File: src/rtl/psdi_pkg.sv
// ----------------------------------------------------------------------------
// psdi_pkg
// Shared types and constants of the photometric stereo depth integrator.
// ----------------------------------------------------------------------------
package psdi_pkg;

  localparam int MAX_WIDTH_DEF  = 1024;
  localparam int MAX_LIGHTS_DEF = 4;
  localparam int NUM_INTEN      = 4;
  localparam int INTEN_W        = 8;
  localparam int COEF_W         = 16;
  localparam int DEPTH_W        = 32;
  localparam int CFG_IDX_W      = 3;
  localparam int CFG_DATA_W     = 64;
  localparam int LIGHTS_W       = 3;
  localparam int IMG_W_W        = 11;

  localparam logic [CFG_IDX_W-1:0] REG_LIGHT_COUNT = 3'd0;
  localparam logic [CFG_IDX_W-1:0] REG_IMAGE_WIDTH = 3'd1;
  localparam logic [CFG_IDX_W-1:0] REG_PINV_X      = 3'd2;
  localparam logic [CFG_IDX_W-1:0] REG_PINV_Y      = 3'd3;
  localparam logic [CFG_IDX_W-1:0] REG_PINV_Z      = 3'd4;

  localparam logic [LIGHTS_W-1:0] LIGHT_COUNT_RST = 3'd3;
  localparam logic [IMG_W_W-1:0]  IMAGE_WIDTH_RST = 11'd640;

  localparam logic signed [DEPTH_W-1:0] DEPTH_MAX = 32'sh7FFF_FFFF;
  localparam logic signed [DEPTH_W-1:0] DEPTH_MIN = 32'sh8000_0000;

  typedef struct packed {
    logic [NUM_INTEN-1:0][INTEN_W-1:0] inten;
    logic                              first_row;
    logic                              at_col0;
  } entry_t;

endpackage

File: src/rtl/psdi_front.sv
// ----------------------------------------------------------------------------
// psdi_front
// Accepts pixels, tracks raster position and classifies each pixel.
// ----------------------------------------------------------------------------
module psdi_front #(
  parameter int MAX_WIDTH = 1024,
  parameter int COL_W     = 10
) (
  input  logic                                                    clk,
  input  logic                                                    rst_n,
  input  logic                                                    in_valid,
  output logic                                                    in_ready,
  input  logic [psdi_pkg::NUM_INTEN-1:0][psdi_pkg::INTEN_W-1:0]   inten,
  input  logic                                                    frame_start,
  input  logic [psdi_pkg::IMG_W_W-1:0]                            image_width,
  output logic                                                    push_valid,
  input  logic                                                    push_ready,
  output psdi_pkg::entry_t                                        push_entry,
  output logic [COL_W-1:0]                                        push_col
);

  import psdi_pkg::*;

  localparam int WW0 = $clog2(MAX_WIDTH + 1);
  localparam int WW  = (WW0 > IMG_W_W) ? WW0 : IMG_W_W;

  logic [COL_W-1:0] col_r;
  logic             first_r;
  logic [COL_W-1:0] x;
  logic             first;
  logic [WW-1:0]    w_eff, x_next;
  logic             row_end, accept;

  assign in_ready   = push_ready;
  assign push_valid = in_valid;
  assign accept     = in_valid && push_ready;

  assign x     = frame_start ? '0 : col_r;
  assign first = frame_start || first_r;

  always_comb begin
    if (image_width < IMG_W_W'(2)) begin
      w_eff = WW'(2);
    end else if (WW'(image_width) > WW'(MAX_WIDTH)) begin
      w_eff = WW'(MAX_WIDTH);
    end else begin
      w_eff = WW'(image_width);
    end
  end

  assign x_next  = WW'(x) + 1'b1;
  assign row_end = (x_next >= w_eff);

  always_comb begin
    push_entry.inten     = inten;
    push_entry.first_row = first;
    push_entry.at_col0   = (x == '0);
    push_col             = x;
  end

  always_ff @(posedge clk) begin
    if (!rst_n) begin
      col_r   <= '0;
      first_r <= 1'b1;
    end else if (accept) begin
      if (row_end) begin
        col_r   <= '0;
        first_r <= 1'b0;
      end else begin
        col_r   <= x_next[COL_W-1:0];
        first_r <= first;
      end
    end
  end

endmodule

File: config.mk
export PLATFORM = sky130hd
export DESIGN_NAME = psdi_front
export DESIGN_NICKNAME = d
export VERILOG_FILES = /design/src/rtl/psdi_pkg.sv /design/src/rtl/psdi_front.sv
export SDC_FILE = /design/constraint.sdc
export NUM_CORES = 1
export LEC_CHECK = 0
export ABC_AREA = 1
export CORE_MARGIN = 2
export CORE_UTILIZATION = 50
export DETAILED_ROUTE_END_ITERATION = 8
export DONT_BUFFER_PORTS = 1
export GPL_ROUTABILITY_DRIVEN = 0
export PLACE_DENSITY = 0.7
export SETUP_SLACK_MARGIN = 0.4
export SYNTH_ARGS = -nofsm -noshare
export SYNTH_HDL_FRONTEND = slang
export SYNTH_SLANG_ARGS = --single-unit
File: constraint.sdc
create_clock -name clk -period 6.2 [get_ports clk]
set_input_delay 1.24 -clock clk [delete_from_list [all_inputs] [get_ports clk]]
set_output_delay 1.24 -clock clk [all_outputs]
set_load 0.05 [all_outputs]
Yosys cells after proc, flatten, opt, wreduce, memory -nomap -nowiden
Index checks and enable logic that the tools add are counted.
W data, S select, Z words.
{"block": "word_totals", "in_bits": 48, "wordCells": 14, "reg_bits": 11, "out_inout_bits": 46}
{"block": "op_classes", "addsub": 1, "n_reduce_logical": 3, "mux": 5, "order_cmp": 3}
{"op": "$mux W11", "n": 2}
{"op": "$mux W10", "n": 2}
{"op": "$add A10 B1 Y11 const B", "n": 1}
{"op": "$ge A11 B11 Y1", "n": 1}
{"op": "$gt A11 B11 Y1 const B", "n": 1}
{"op": "$lt A11 B2 Y1 const B", "n": 1}
{"op": "$logic_not A10 Y1", "n": 1}
{"op": "$logic_and A1 B1 Y1", "n": 1}
{"op": "$logic_or A1 B1 Y1", "n": 1}
{"op": "$mux W1", "n": 1}

Longest topological paths before layout
{"block": "depth", "ltp_word": 5, "depth_mapped": 19}

Least setup slack after synthesis
Ideal clock, no wire load.
{"block": "synth_timing", "path_type": "in2reg", "from": "input frame_start", "to": "register col_r[5]", "path_buffers": 2, "path_stages": 18, "setup_slack_ns": 2.066, "required_ns": 6.131, "setup_time_ns": 0.069, "t_arrival_ns": 4.065, "path_cell_list": "buf_6 > nor2_1 > ha_1 > nand3_4 > inv_1 > nand3_1 > nor3b_1 > ha_1 > nand2_1 > inv_1 > nor2_1 > nand2_1 > nor2_1 > nand2_1 > nand2_1 > buf_4 > nand2_1 > a21oi_2"}
{"block": "synth_via", "elab_chain_cells": 4}
{"item": "start, declared", "line_no": "psdi_front.sv:14", "rtl": "input logic frame_start,"}
{"item": "$mux W10 *", "line_no": "psdi_front.sv:38", "rtl": "assign x = frame_start ? '0 : col_r;"}
{"item": "via push_col[0]", "line_no": "psdi_front.sv:19", "rtl": "output logic [COL_W-1:0] push_col"}
{"item": "$add A10 B1 Y11 *", "line_no": "psdi_front.sv:51", "rtl": "assign x_next = WW'(x) + 1'b1;"}
{"item": "$ge A11 B11 Y1", "line_no": "psdi_front.sv:52", "rtl": "assign row_end = (x_next >= w_eff);"}
{"item": "$mux W10 *", "line_no": "psdi_front.sv:66", "rtl": "if (row_end) begin"}
{"item": "end signal, assigned", "line_no": "psdi_front.sv:70", "rtl": "col_r <= x_next[COL_W-1:0];"}
{"item": "end, declared", "line_no": "psdi_front.sv:27", "rtl": "logic [COL_W-1:0] col_r;"}
The timed path passes the listed nets; every way through them passes the cells marked *.
A chain may end at the register's enable or synchronous reset.

Final worst setup path
{"block": "layout_timing", "from": "input frame_start", "to": "register col_r[5]"}
{"block": "layout_via", "elab_chain_cells": 4}
{"item": "$mux W10 *", "line_no": "psdi_front.sv:38"}
{"item": "$add A10 B1 Y11 *", "line_no": "psdi_front.sv:51"}
{"item": "$ge A11 B11 Y1", "line_no": "psdi_front.sv:52"}
{"item": "$mux W10 *", "line_no": "psdi_front.sv:66"}
Every way passes the cells marked *; elsewhere a longest branch is shown, timed or not.

==> results.cfg <==
[die]
initial_utilization_pct = 52.7
rows = 19
die-area_um2 = 3380
core-area_um2 = 2780
ios = 94
die_w_um = 58.1
die_y_um = 58.1

[status]
status = completed

[sta]
tightest_slew_ns = 1.04
finalCritPeriodShare_pct = 64.0
fin_skew_ns = 0.0112
slew_headroom_pct = 30.3
fin_tns_setup_ns = 0
finalCriticalPeriod_ns = 3.97
rsz0062_at_grt = no
fin_ws_ns = 2.23
setup_viol = 0
drv_slew = 0
max_clock_freq_ghz = 0.252
hold_viol = 0

[synth]
synth_fa_ha_area_share_pct = 11.1
yosysTopAreaCell = buf_4
ys_warn_count = 0
synth_xor_area_share_pct = 3.42
synthSimpleGateAreaFrac_pct = 38.5
ys_ff_latch = 11
synth-compound-area-share_pct = 4.70
synthesis.nets = 285
synth_cell_types = 28
syn_inst = 224
synth_top_family_by_area = simple AND/OR/NAND/NOR gates
synth-seq-area-share_pct = 15.0
avgSynthCellArea_um2 = 6.54
syn_area_um2 = 1470
yosys-top-cells-area = buf_4, nand2_1, dfxtp_1
muxShareOfSynthArea_pct = 0
synth_top_area_share_pct = 18.4

[power]
total_power_mw = 0.154
irDropWorstVdd_mv = 0.116
cellLeakagePower_nw = 0.590
powerDensity_nw_per_um2 = 123

[setup_path]
path_common_cell = nand2_1
path_cells = nor2_1 -> ha_1 -> nand3_4 -> inv_1 -> nand3_1 -> nor3b_1 -> ha_1 -> nand2_1 -> inv_1 -> nor2_1 -> nand2_1 -> nor2_1 -> nand2_1 -> nand2_1 -> nand2_1 -> a21oi_2
worstPathRequired_ns = 6.40
critPathSlowestCell = nor2_1
arrival_ns = 4.17
cp-end-kind = flop
cp-start-kind = input pin
crit_fanout = 11
slowest_delay_ns = 0.78
crit_type = in2reg

[clocking]
clockRootBuffer = clkbuf_4
hold_buffers = 0
cts_made_buffers = 3
clk_latency_ns = 0.28
htreeDepth = 1
path_clk_slew_ns = 0.08
tritoncts = built
cts_setup_buffers = 0
clk_path_buf_depth = 2
cts_sinks = 11
ctsResizeCount = 0

[drt]
firstDrtPassIters = 4
drc = 0
vias_per_cell = 5.18
routedWlPerCell_um = 12.2
vias = 1151
drt_iter0_drc = 23
routed_wl_um = 2700
ant_nets = 0

[place]
place_hpwl_um = 2250
place_area_um2 = 1230
pre_cts_ws_ns = 1.98
io_buffers = 0

[run]
maxCapViolations = 0

[global_route]
grt_pass1_vias = 1088
overflow = 0
grt.total_usage_pct = 17.5
grt_first_pass_wirelength_um = 4600
antenna_found_initial = 0
grt_max_degree = 12

[layout]
nFillCells = 304
antennaDiodeCount = 0
syn_to_final_growth_pct = -14.4
layout_commonest_cell = nand2_1
final_area_um2 = 1250
post-route-util_pct = 45.1
final_cell_mix = nand2_1, inv_1, nor2_1
fin_nets = 253
drive_gt1_share_pct = 12.6

[hold_path]
hp-class = reg2reg
==> worst paths after layout <==
path / start / to / slack (ns) / cells past startpoint
worst min register to register: col_r[4] / col_r[4] / 0.47 / 2
worst max register to register: col_r[1] / col_r[5] / 2.71 / 17
worst max-delay path: frame_start / col_r[5] / 2.23 / 16
worst min-delay path: col_r[4] / col_r[4] / 0.47 / 2
==> final cells by class <==
class | instances | area [um^2] | area share (%)
tap | 31 | 38.8 | 3.09
clock buffer | 3 | 22.5 | 1.80
inverter | 29 | 114 | 9.08
clock inverter | 1 | 5.00 | 0.399
sequential | 11 | 220 | 17.6
timing repair buffer | 1 | 7.51 | 0.599
multi-input combinational | 146 | 846 | 67.5
==> cell usage after synthesis <==
master,n
o21ai_0,2
nor2_4,4
a21oi_1,10
inv_6,1
buf_6,1
dfxtp_1,11
nand2_4,1
nand3_1,14
nand2_2,1
nor2_1,19
xor2_2,2
nor3_1,3
buf_4,36
nand3_4,2
or2_2,3
ha_1,13
nor4_1,1
nor3b_1,1
clkbuf_1,1
xnor2_1,2
inv_1,25
nor2_2,2
nand4_1,2
clkinv_1,2
nor2_8,1
inv_2,1
nand2_1,62
a21oi_2,1
==> critical path: cells and delay by family <==
kind | cells | cell delay, ns
fa+ha+maj | 2 | 0.65
simple gates | 11 | 2.02
buf+inv | 2 | 0.12
compound gates | 1 | 0.12
==> kinds of logic after synthesis <==
kind of cell    after synthesis
compound gates               13
xor+xnor                      4
fa+ha+maj                    13
buf+inv                      67
flops                        11
simple gates                116
==> power breakdown <==
| part | switching, mW | internal, mW | leakage (nW) |
|---|---|---|---|
| combinational | 0.0221 | 0.00944 | 0.483 |
| clock | 0.0257 | 0.0239 | 0.0177 |
| sequential | 0.00141 | 0.0720 | 0.0890 |
==> stage by stage <==
step | hold WS (ns) | cells
2_1_floorplan | 0.434 | 224
3_3_place_gp | 0.457 | 218
3_5_place_dp | 0.453 | 218
4_1_cts | 0.475 | 222
5_1_grt | 0.514 | 222
6_report | 0.474 | 222
==> layer usage <==
layer / vias to the layer above / part of all wire, % / GRT usage [%]
met5: - / 0 / 0
met4: 0 / 0.96 / 5.98
met3: 6 / 8.2 / 7.59
met2: 32 / 43 / 27.3
met1: 516 / 48 / 21.7
li1: 597 / - / -
==> state kept, by name, summed over array words and instances, names as in the netlist <==
register  count
col_r        10
first_r       1
No activity file was read; power rests on OpenSTA's default activity.
