### config.mk
export PLATFORM = sky130hd
export DESIGN_NAME = psdi_queue
export DESIGN_NICKNAME = d
export VERILOG_FILES = /design/src/rtl/psdi_queue.sv
export SDC_FILE = /design/constraint.sdc
export NUM_CORES = 1
export LEC_CHECK = 0
export BUFFER_PORTS_ARGS = -buffer_cell sky130_fd_sc_hd__buf_2
export CAP_MARGIN = 20
export CORE_MARGIN = 3
export CORE_UTILIZATION = 49
export CTS_CLUSTER_DIAMETER = 150
export DETAILED_ROUTE_END_ITERATION = 6
export PLACE_DENSITY = 0.85
export SLEW_MARGIN = 20
export SYNTH_ARGS = -nofsm -noshare
export SYNTH_HDL_FRONTEND = slang
export SYNTH_SLANG_ARGS = --single-unit
### constraint.sdc
create_clock -name clk -period 2.08 [get_ports clk]
set_input_delay 0.416 -clock clk [delete_from_list [all_inputs] [get_ports clk]]
set_output_delay 0.416 -clock clk [all_outputs]
set_load 0.01 [all_outputs]
### src/rtl/psdi_queue.sv
// ----------------------------------------------------------------------------
// psdi_queue
// Small FIFO between the pixel front end and the integration back end.
// ----------------------------------------------------------------------------
module psdi_queue #(
  parameter int W     = 8,
  parameter int DEPTH = 2
) (
  input  logic         clk,
  input  logic         rst_n,
  input  logic         push_valid,
  output logic         push_ready,
  input  logic [W-1:0] push_data,
  output logic         pop_valid,
  input  logic         pop_ready,
  output logic [W-1:0] pop_data
);

  localparam int AW = (DEPTH > 1) ? $clog2(DEPTH) : 1;
  localparam int CW = $clog2(DEPTH + 1);

  logic [W-1:0]  slot_r [DEPTH];
  logic [AW-1:0] wr_ptr_r, rd_ptr_r;
  logic [CW-1:0] count_r;
  logic          do_push, do_pop;

  assign push_ready = (count_r != CW'(DEPTH));
  assign pop_valid  = (count_r != '0);
  assign pop_data   = slot_r[rd_ptr_r];
  assign do_push    = push_valid && push_ready;
  assign do_pop     = pop_valid && pop_ready;

  always_ff @(posedge clk) begin
    if (do_push) begin
      slot_r[wr_ptr_r] <= push_data;
    end
  end

  always_ff @(posedge clk) begin
    if (!rst_n) begin
      wr_ptr_r <= '0;
      rd_ptr_r <= '0;
      count_r  <= '0;
    end else begin
      if (do_push) begin
        wr_ptr_r <= (wr_ptr_r == AW'(DEPTH - 1)) ? '0 : wr_ptr_r + 1'b1;
      end
      if (do_pop) begin
        rd_ptr_r <= (rd_ptr_r == AW'(DEPTH - 1)) ? '0 : rd_ptr_r + 1'b1;
      end
      if (do_push && !do_pop) begin
        count_r <= count_r + 1'b1;
      end else if (do_pop && !do_push) begin
        count_r <= count_r - 1'b1;
      end
    end
  end

endmodule

Yosys cells after proc, flatten, opt, wreduce, memory -nomap -nowiden
Memories as Yosys holds them, arrays and structs flattened. A register that Yosys moved wholly into a read port is not among the register bits.
Cells that the tools add are included.
{"block": "totals", "register_bits": 4, "n_memories": 1, "word_cells": 25, "ramBits": 16, "in_bits": 12, "output_inout_bits": 10}
{"name": "slot_r", "depth": 2, "width": 8, "rd": 1, "rd_clocked_by_memory_dff": 1, "wr": 1, "line": "22", "rtl": "logic [W-1:0] slot_r [DEPTH];"}
{"block": "classes", "n_mux": 8, "eq_ne": 1, "reduce_logical": 8, "addsub": 4}
{"op": "$mux W1", "count": 6}
{"op": "$logic_and A1 B1 Y1", "count": 4}
{"op": "$mux W2", "count": 2}
{"op": "$reduce_bool A2 Y1", "count": 2}
{"op": "$add A1 B1 Y1 const B", "count": 2}
{"op": "$add A2 B1 Y2 const B", "count": 1}
{"op": "$logic_not A1 Y1", "count": 2}
{"op": "$ne A2 B2 Y1 const B", "count": 1}
{"op": "$sub A2 B1 Y2 const B", "count": 1}

Logic depth before layout (Yosys ltp)
Gate-level depths: netlist (run 1).
{"block": "logic_depth", "ltp_word": 6, "depth_mapped": 6, "depth_no_buf": 6}

Worst setup path after synthesis (run 1)
Ideal clock, no wire load.
{"block": "synth_timing", "path_type": "flip-flop to flip-flop", "startpoint": "reg count_r[0]", "endpoint": "reg count_r[1]", "setup_ps": 70, "arrival_ps": 1429, "n_path_buf": 0, "path_slack_ps": 581, "t_required_ps": 2010, "synth_period_minus_slack_ps": 1499, "stages_incl_launch_ff": 6, "path_cell_list": "dfxtp_1 nand2b_4 and2_1 ha_1 or3_1 a21oi_1"}
{"block": "synth_between", "elab_chain_len": 5, "word_cells_on_any_way": 13, "cone_classes": "add/sub (2); eq/ne (1); mux (2); reduce/logical (8)"}
{"item": "start: declaration", "line": "24", "rtl": "logic [CW-1:0] count_r;"}
{"item": "start signal: assignment", "line": "52", "rtl": "count_r <= count_r + 1'b1;"}
{"item": "start signal: assignment", "line": "54", "rtl": "count_r <= count_r - 1'b1;"}
{"item": "$ne A2 B2 Y1 *", "line": "27", "rtl": "assign push_ready = (count_r != CW'(DEPTH));"}
{"item": "net push_ready", "line": "12", "rtl": "output logic push_ready,"}
{"item": "$logic_and A1 B1 Y1 *", "line": "30", "rtl": "assign do_push = push_valid && push_ready;"}
{"item": "$logic_not A1 Y1", "line": "53", "rtl": "end else if (do_pop && !do_push) begin"}
{"item": "$logic_and A1 B1 Y1", "line": "53"}
{"item": "$reduce_bool A2 Y1 (no source line)"}
The timed path passes the listed nets; every way through them passes the cells marked *. The select of a mux whose other input is x is not followed.
A chain may end at the register's enable or synchronous reset.

==> impl_metrics.env, run 1 <==
export IMPL_synth_top_area_share_pct=59.4
export IMPL_path_max_fanout=8
export IMPL_yosys_cell_count_top_type="edfxtp_1"
export IMPL_start_util_pct=53.1
export IMPL_ant_nets=0
export IMPL_pwr_share_clk_pct=17.0
export IMPL_dp_slack_ns=0.500
export IMPL_antenna_found_initial=0
export IMPL_worst_slew_pin_transition_ns=0.377
export IMPL_finalCriticalPeriod_ns=1.76
export IMPL_core_sq_mm=0.00152
export IMPL_avgRoutedWirePerCell_microns=12.7
export IMPL_syn2layout_area_growth_pct=18.2
export IMPL_pwr_share_seq_pct=53.2
export IMPL_nets=88
export IMPL_finalHoldViolCount=0
export IMPL_ys_ff_latch=21
export IMPL_cp_arrival_ns=1.35
export IMPL_cts_repair_resized=0
export IMPL_floorplan_die_height_microns=46.6
export IMPL_cts_made_buffers=3
export IMPL_gp_congestion=0.662
export IMPL_fin_crit_sh_pct=84.7
export IMPL_h_tree_depth=1
export IMPL_fin_skew_ns=0.00672
export IMPL_cts_setup_buffers=0
export IMPL_row_count=14
export IMPL_rsz0062_at_grt="false"
export IMPL_clk_path_buf_depth=2
export IMPL_drt_vias_per_instance=5.00
export IMPL_synth_ff_type="edfxtp_1"
export IMPL_track_usage_pct=11.4
export IMPL_cts_tree="built"
export IMPL_ys_async_sr_fraction_pct=0
export IMPL_syn_cell_area_sq_um=810
export IMPL_vias=450
export IMPL_synth_common_cells="edfxtp_1 (16), mux2_2 (8), dfxtp_1 (5)"
export IMPL_p_sw_share_pct=29.6
export IMPL_grt_max_degree=13
export IMPL_finalSetupTns_ns=0
export IMPL_yosys_area_top_type="edfxtp_1"
export IMPL_fmax_ghz=0.568
export IMPL_yosys_warnings=0
export IMPL_p_switching_w=0.000327
export IMPL_multi_input_area_sq_um=216
export IMPL_stdcell_count=90
export IMPL_synth_edf_count=16
export IMPL_drv_cap=0
export IMPL_n_antenna_cell=0
export IMPL_path_clk_slew_ns=0.11
export IMPL_yosysUniqueCellTypes=17
export IMPL_ir_worst_vdd_mv=0.602
export IMPL_first_global_vias=431
export IMPL_root_buffer="clkbuf_4"
export IMPL_drt_iter0_drc=3
export IMPL_critPathLaunchType="flip-flop"
export IMPL_synth_avg_cell_area_sq_um=16.2
export IMPL_insertion_delay_ns=0.29
export IMPL_end_kind="primary output"
export IMPL_io_pin_count=22
export IMPL_synthTopCellsByArea="edfxtp_1 (59%), dfxtp_1 (12%), mux2_2 (11%)"
export IMPL_regArea_sq_um=581
export IMPL_power_leakage_nw=0.390
export IMPL_grt_ovfl_total=0
export IMPL_num_fill_cells=127
export IMPL_worstSetupPathType="reg -> out"
export IMPL_dr_pass1_iters=2
export IMPL_required_ns=1.66
export IMPL_die_area_sq_mm=0.00218
export IMPL_hpwlAfterDp_microns=856
export IMPL_drt_total_wl_microns=1150
export IMPL_drive_above_1_share_pct=48.6
export IMPL_slew_headroom_pct=74.9
export IMPL_synthCells=50
export IMPL_min_path_type="in -> reg"
export IMPL_maxSlewViolCount=0
export IMPL_setup_slack_ns=0.319
export IMPL_clkSinkCount=21
export IMPL_setup_violations=0
export IMPL_grt_pass1_wl_microns=1680
export IMPL_dp_cells=86
export IMPL_final_util_pct=62.8
export IMPL_status="finished clean"
export IMPL_cts_hold_buffers_added=0
export IMPL_drc=0
export IMPL_ys_seq_area_share_pct=71.7
export IMPL_finalPower_w=0.00111
export IMPL_pwr_share_comb_pct=29.9
export IMPL_p_int_w=0.000779
export IMPL_portBuffers=21
export IMPL_powerDensity_mw_per_mm2=1160
export IMPL_synth_nets=63
export IMPL_die_w_microns=46.6
worst paths after layout:
path / startpoint / end / slack (ns) / cells past startpoint
worst max register to register: count_r[0] / count_r[1] / 0.49 / 5
worst min-delay path: push_data[1] / slot_r[0][1] / 0.30 / 1
worst min register to register: rd_ptr_r / rd_ptr_r / 0.52 / 2
worst max-delay path: flip-flop / pop_data[7] / 0.32 / 2
worst max-delay path, stage by stage (launching register included):
cell	delay, ns
dfxtp_1	0.54
mux2_2	0.38
buf_2	0.14
through the flow:
stage / area [sq um] / hold slack, ns
2_1_floorplan: 810 / 0.472
5_1_grt: 957 / 0.273
3_5_place_dp: 930 / 0.492
3_3_place_gp: 930 / 0.501
4_1_cts: 957 / 0.293
6_report: 957 / 0.301
per-layer routing:
| metal | global-route usage [%] | wire [microns] | vias up |
|---|---|---|---|
| li1 | - | - | 232 |
| met1 | 11.6 | 480 | 202 |
| met2 | 20.3 | 565 | 16 |
| met3 | 4.30 | 101 | 0 |
| met4 | 4.97 | 0 | 0 |
| met5 | 0 | 0 | - |
layout by cell type, fill, tap and decap left out, drive strengths merged:
cell / n
clkinv: 1
dfxtp: 5
buf: 21
a21bo: 1
edfxtp: 16
mux2: 8
nand3b: 1
and2: 1
inv: 2
o21ai: 2
nor2: 3
or2: 1
clkbuf: 3
a21oi: 2
xor2: 3
and3: 1
or3: 1
nand2b: 1
ha: 1
flip-flops by register name, summed over array words and instances, names as in the netlist, named ones only:
register,count
count_r,2
wr_ptr_r,1
rd_ptr_r,1
slot_r,16
kinds of logic after synthesis:
group                    after synthesis  share of synthesized area, %
flip-flops                            21                          71.7
AND/OR/NAND/NOR                        9                          7.11
multiplexers                           8                          11.1
AO/OA/AOI/OAI                          5                          3.71
XOR/XNOR                               3                          3.25
buffers and inverters                  3                          1.55
adder cells (fa/ha/maj)                1                          1.55
area by class of cell:
type                    instances  share of cell area [%]
flip-flops and latches         21                    60.7
clock buffers                   3                    2.35
multi-input cells              26                    22.6
well taps                      16                    2.09
clock inverters                 1                   0.523
repair buffers                 21                    11.0
inverters                       2                   0.784
power by group through the flow:
| stage | clock, W | combinational, W | sequential, W |
|---|---|---|---|
| after global routing | 0.000213 | 0.000363 | 0.000599 |
| final | 0.000188 | 0.000330 | 0.000588 |
| after floorplan | 0 | 0.000255 | 0.000570 |
| after global placement | 0 | 0.000322 | 0.000596 |
| after detailed placement | 0 | 0.000334 | 0.000600 |
| after CTS | 0.000194 | 0.000337 | 0.000591 |
Note: power is estimated with default switching activity, not from simulation.
==> run 2, diff against run 1 <==
--- a/config.mk
+++ b/config.mk
@@ -8,10 +8,10 @@
 export BUFFER_PORTS_ARGS = -buffer_cell sky130_fd_sc_hd__buf_2
 export CAP_MARGIN = 20
 export CORE_MARGIN = 3
-export CORE_UTILIZATION = 49
+export CORE_UTILIZATION = 44
 export CTS_CLUSTER_DIAMETER = 150
 export DETAILED_ROUTE_END_ITERATION = 6
-export PLACE_DENSITY = 0.85
+export PLACE_DENSITY = 0.81
 export SLEW_MARGIN = 20
 export SYNTH_ARGS = -nofsm -noshare
 export SYNTH_HDL_FRONTEND = slang
==> constraint.sdc (replaced) <==
create_clock -name clk -period 1.5 [get_ports clk]
set_input_delay 0.3 -clock clk [delete_from_list [all_inputs] [get_ports clk]]
set_output_delay 0.3 -clock clk [all_outputs]
set_load 0.01 [all_outputs]
==> run 2 against run 1 <==
Net effect: final area increased by 16%; first-iteration DRC count did not move; cell count rose by 13%; global-route usage fell by 0.42 points; register-to-register slack got worse by 0.44 ns; die area increased by 9.9%; utilization grew 5.8 points; clock power is 40% higher; largest power group unchanged; highest routed layer unchanged.
==> impl_metrics.env, run 2 (synthesis results as in run 1) <==
export IMPL_min_path_type="in -> reg"
export IMPL_root_buffer="clkbuf_4"
export IMPL_cts_hold_buffers_added=0
export IMPL_setup_violations=0
export IMPL_status="finished clean"
export IMPL_worst_slew_pin_transition_ns=0.403
export IMPL_path_cells="mux2_4, buf_6"
export IMPL_largest_reg_flops=16
export IMPL_fmax_ghz=0.668
export IMPL_p_switching_w=0.000512
export IMPL_p_sw_share_pct=28.0
export IMPL_powerDensity_mw_per_mm2=1650
export IMPL_die_area_sq_mm=0.00239
export IMPL_pwr_share_comb_pct=39.8
export IMPL_track_usage_pct=10.9
export IMPL_final_cell_mix="edfxtp_1 (16), buf_2 (12), buf_6 (9)"
export IMPL_insertion_delay_ns=0.30
export IMPL_p_int_w=0.00132
export IMPL_final_common_cell="edfxtp_1"
export IMPL_clk_path_buf_depth=2
export IMPL_top_register="slot_r"
export IMPL_nets=92
export IMPL_fin_crit_sh_pct=99.9
export IMPL_vias=471
export IMPL_syn2layout_area_growth_pct=36.6
export IMPL_clkSinkCount=21
export IMPL_drive_above_1_share_pct=56.4
export IMPL_largest_registers="slot_r: 16 flops, count_r: 2 flops"
export IMPL_cp_slowest_cell="dfxtp_4"
export IMPL_cts_made_buffers=3
export IMPL_finalCriticalPeriod_ns=1.50
export IMPL_cpPeakStageDelay_ns=0.45
export IMPL_start_util_pct=50.2
export IMPL_grt_max_degree=12
export IMPL_cp_arrival_ns=1.20
export IMPL_grt_ovfl_total=0
export IMPL_pwr_share_seq_pct=45.8
export IMPL_required_ns=1.20
export IMPL_drc=0
export IMPL_drt_vias_per_instance=4.62
export IMPL_pwr_share_clk_pct=14.5
export IMPL_critPathLaunchType="flip-flop"
export IMPL_row_count=14
export IMPL_h_tree_depth=1
export IMPL_path_max_fanout=8
export IMPL_maxSlewViolCount=0
export IMPL_core_sq_mm=0.00161
export IMPL_dr_pass1_iters=3
export IMPL_end_kind="primary output"
export IMPL_portBuffers=21
export IMPL_cts_tree="built"
export IMPL_n_antenna_cell=0
export IMPL_fin_skew_ns=0.000983
export IMPL_stdcell_count=102
export IMPL_finalPower_w=0.00183
export IMPL_first_global_vias=475
export IMPL_die_w_microns=48.9
export IMPL_hpwlAfterDp_microns=851
export IMPL_gp_congestion=0.741
export IMPL_ant_nets=0
export IMPL_antenna_found_initial=0
export IMPL_grt_pass1_wl_microns=1960
export IMPL_io_pin_count=22
export IMPL_floorplan_die_height_microns=48.9
export IMPL_rsz0062_at_grt="true"
export IMPL_r2r_slack_ns=0.05
export IMPL_power_leakage_nw=0.457
export IMPL_ir_worst_vdd_mv=0.961
export IMPL_avgRoutedWirePerCell_microns=12.4
export IMPL_finalHoldViolCount=0
export IMPL_path_clk_slew_ns=0.11
export IMPL_dp_cells=97
export IMPL_drv_cap=0
export IMPL_drt_total_wl_microns=1260
export IMPL_slew_headroom_pct=73.2
export IMPL_worstSetupPathType="reg -> out"
export IMPL_drt_iter0_drc=3
==> run 2: cell types whose count changed in the layout (fill, tap and decap cells not counted), sizes merged <==
cell    before  now
clkinv       1    0
clkbuf       3    4
buf         21   25
==> run 2: final timing paths <==
path / cells after the start / end / startpoint
max: 2 / pop_data[5] / flip-flop
min: 1 / slot_r[0][5] / push_data[5]
max reg2reg: 4 / count_r[1] / count_r[1]
min reg2reg: 2 / rd_ptr_r / rd_ptr_r
==> run 2: power by group through the flow <==
stage	logic (W)	clock network, W	registers [W]
2_1_floorplan	0.000354	0	0.000790
3_3_place_gp	0.000507	0	0.000820
3_5_place_dp	0.000510	0	0.000828
4_1_cts	0.000570	0.000276	0.000824
5_1_grt	0.000789	0.000307	0.000855
6_report	0.000727	0.000264	0.000836
==> run 2: critical path, delay by kind of cell (launching register included) <==
family | cells | cell delay (ns)
buffers and inverters | 1 | 0.12
flip-flops | 1 | 0.45
multiplexers | 1 | 0.32
==> run 2: timing repair <==
item | in CTS | in global routing
hold endpoints to repair | 0 | 0
setup endpoints to repair | 10 | 9
gates resized for setup | 6 | 19
buffers inserted | 1 | 0
pin swaps | 1 | 0
==> run 2: layout make-up <==
cell class | instances | area (sq um)
Clock buffer | 4 | 26.3
Multi-Input combinational cell | 26 | 264
Timing Repair Buffer | 25 | 191
Sequential cell | 21 | 587
Tap cell | 24 | 30.0
Fill cell | 116 | 505
Inverter | 2 | 7.51
==> run 2: metrics by stage <==
stage	hold WS (ns)	cell area [sq um]	setup slack (ns)	setup TNS, ns	util (%)
final	0.183	1110	0.00220	0	68.6
after global routing	0.154	1110	-0.0549	-0.414	68.6
after CTS	0.171	1010	-0.0334	-0.167	62.7
after detailed placement	0.489	962	-0.00309	-0.00309	59.7
after global placement	0.486	962	0.0462	0	59.7
after floorplan	0.399	810	0.000970	0	-
==> run 2: layer usage <==
layer | share of wire (%) | GRT usage [%] | up-vias | routed length [microns]
li1 | - | - | 239 | -
met1 | 44 | 13.5 | 215 | 558
met2 | 50 | 16.7 | 17 | 637
met3 | 5.4 | 3.06 | 0 | 68
met4 | 0 | 7.11 | 0 | 0
met5 | 0 | 0 | - | 0
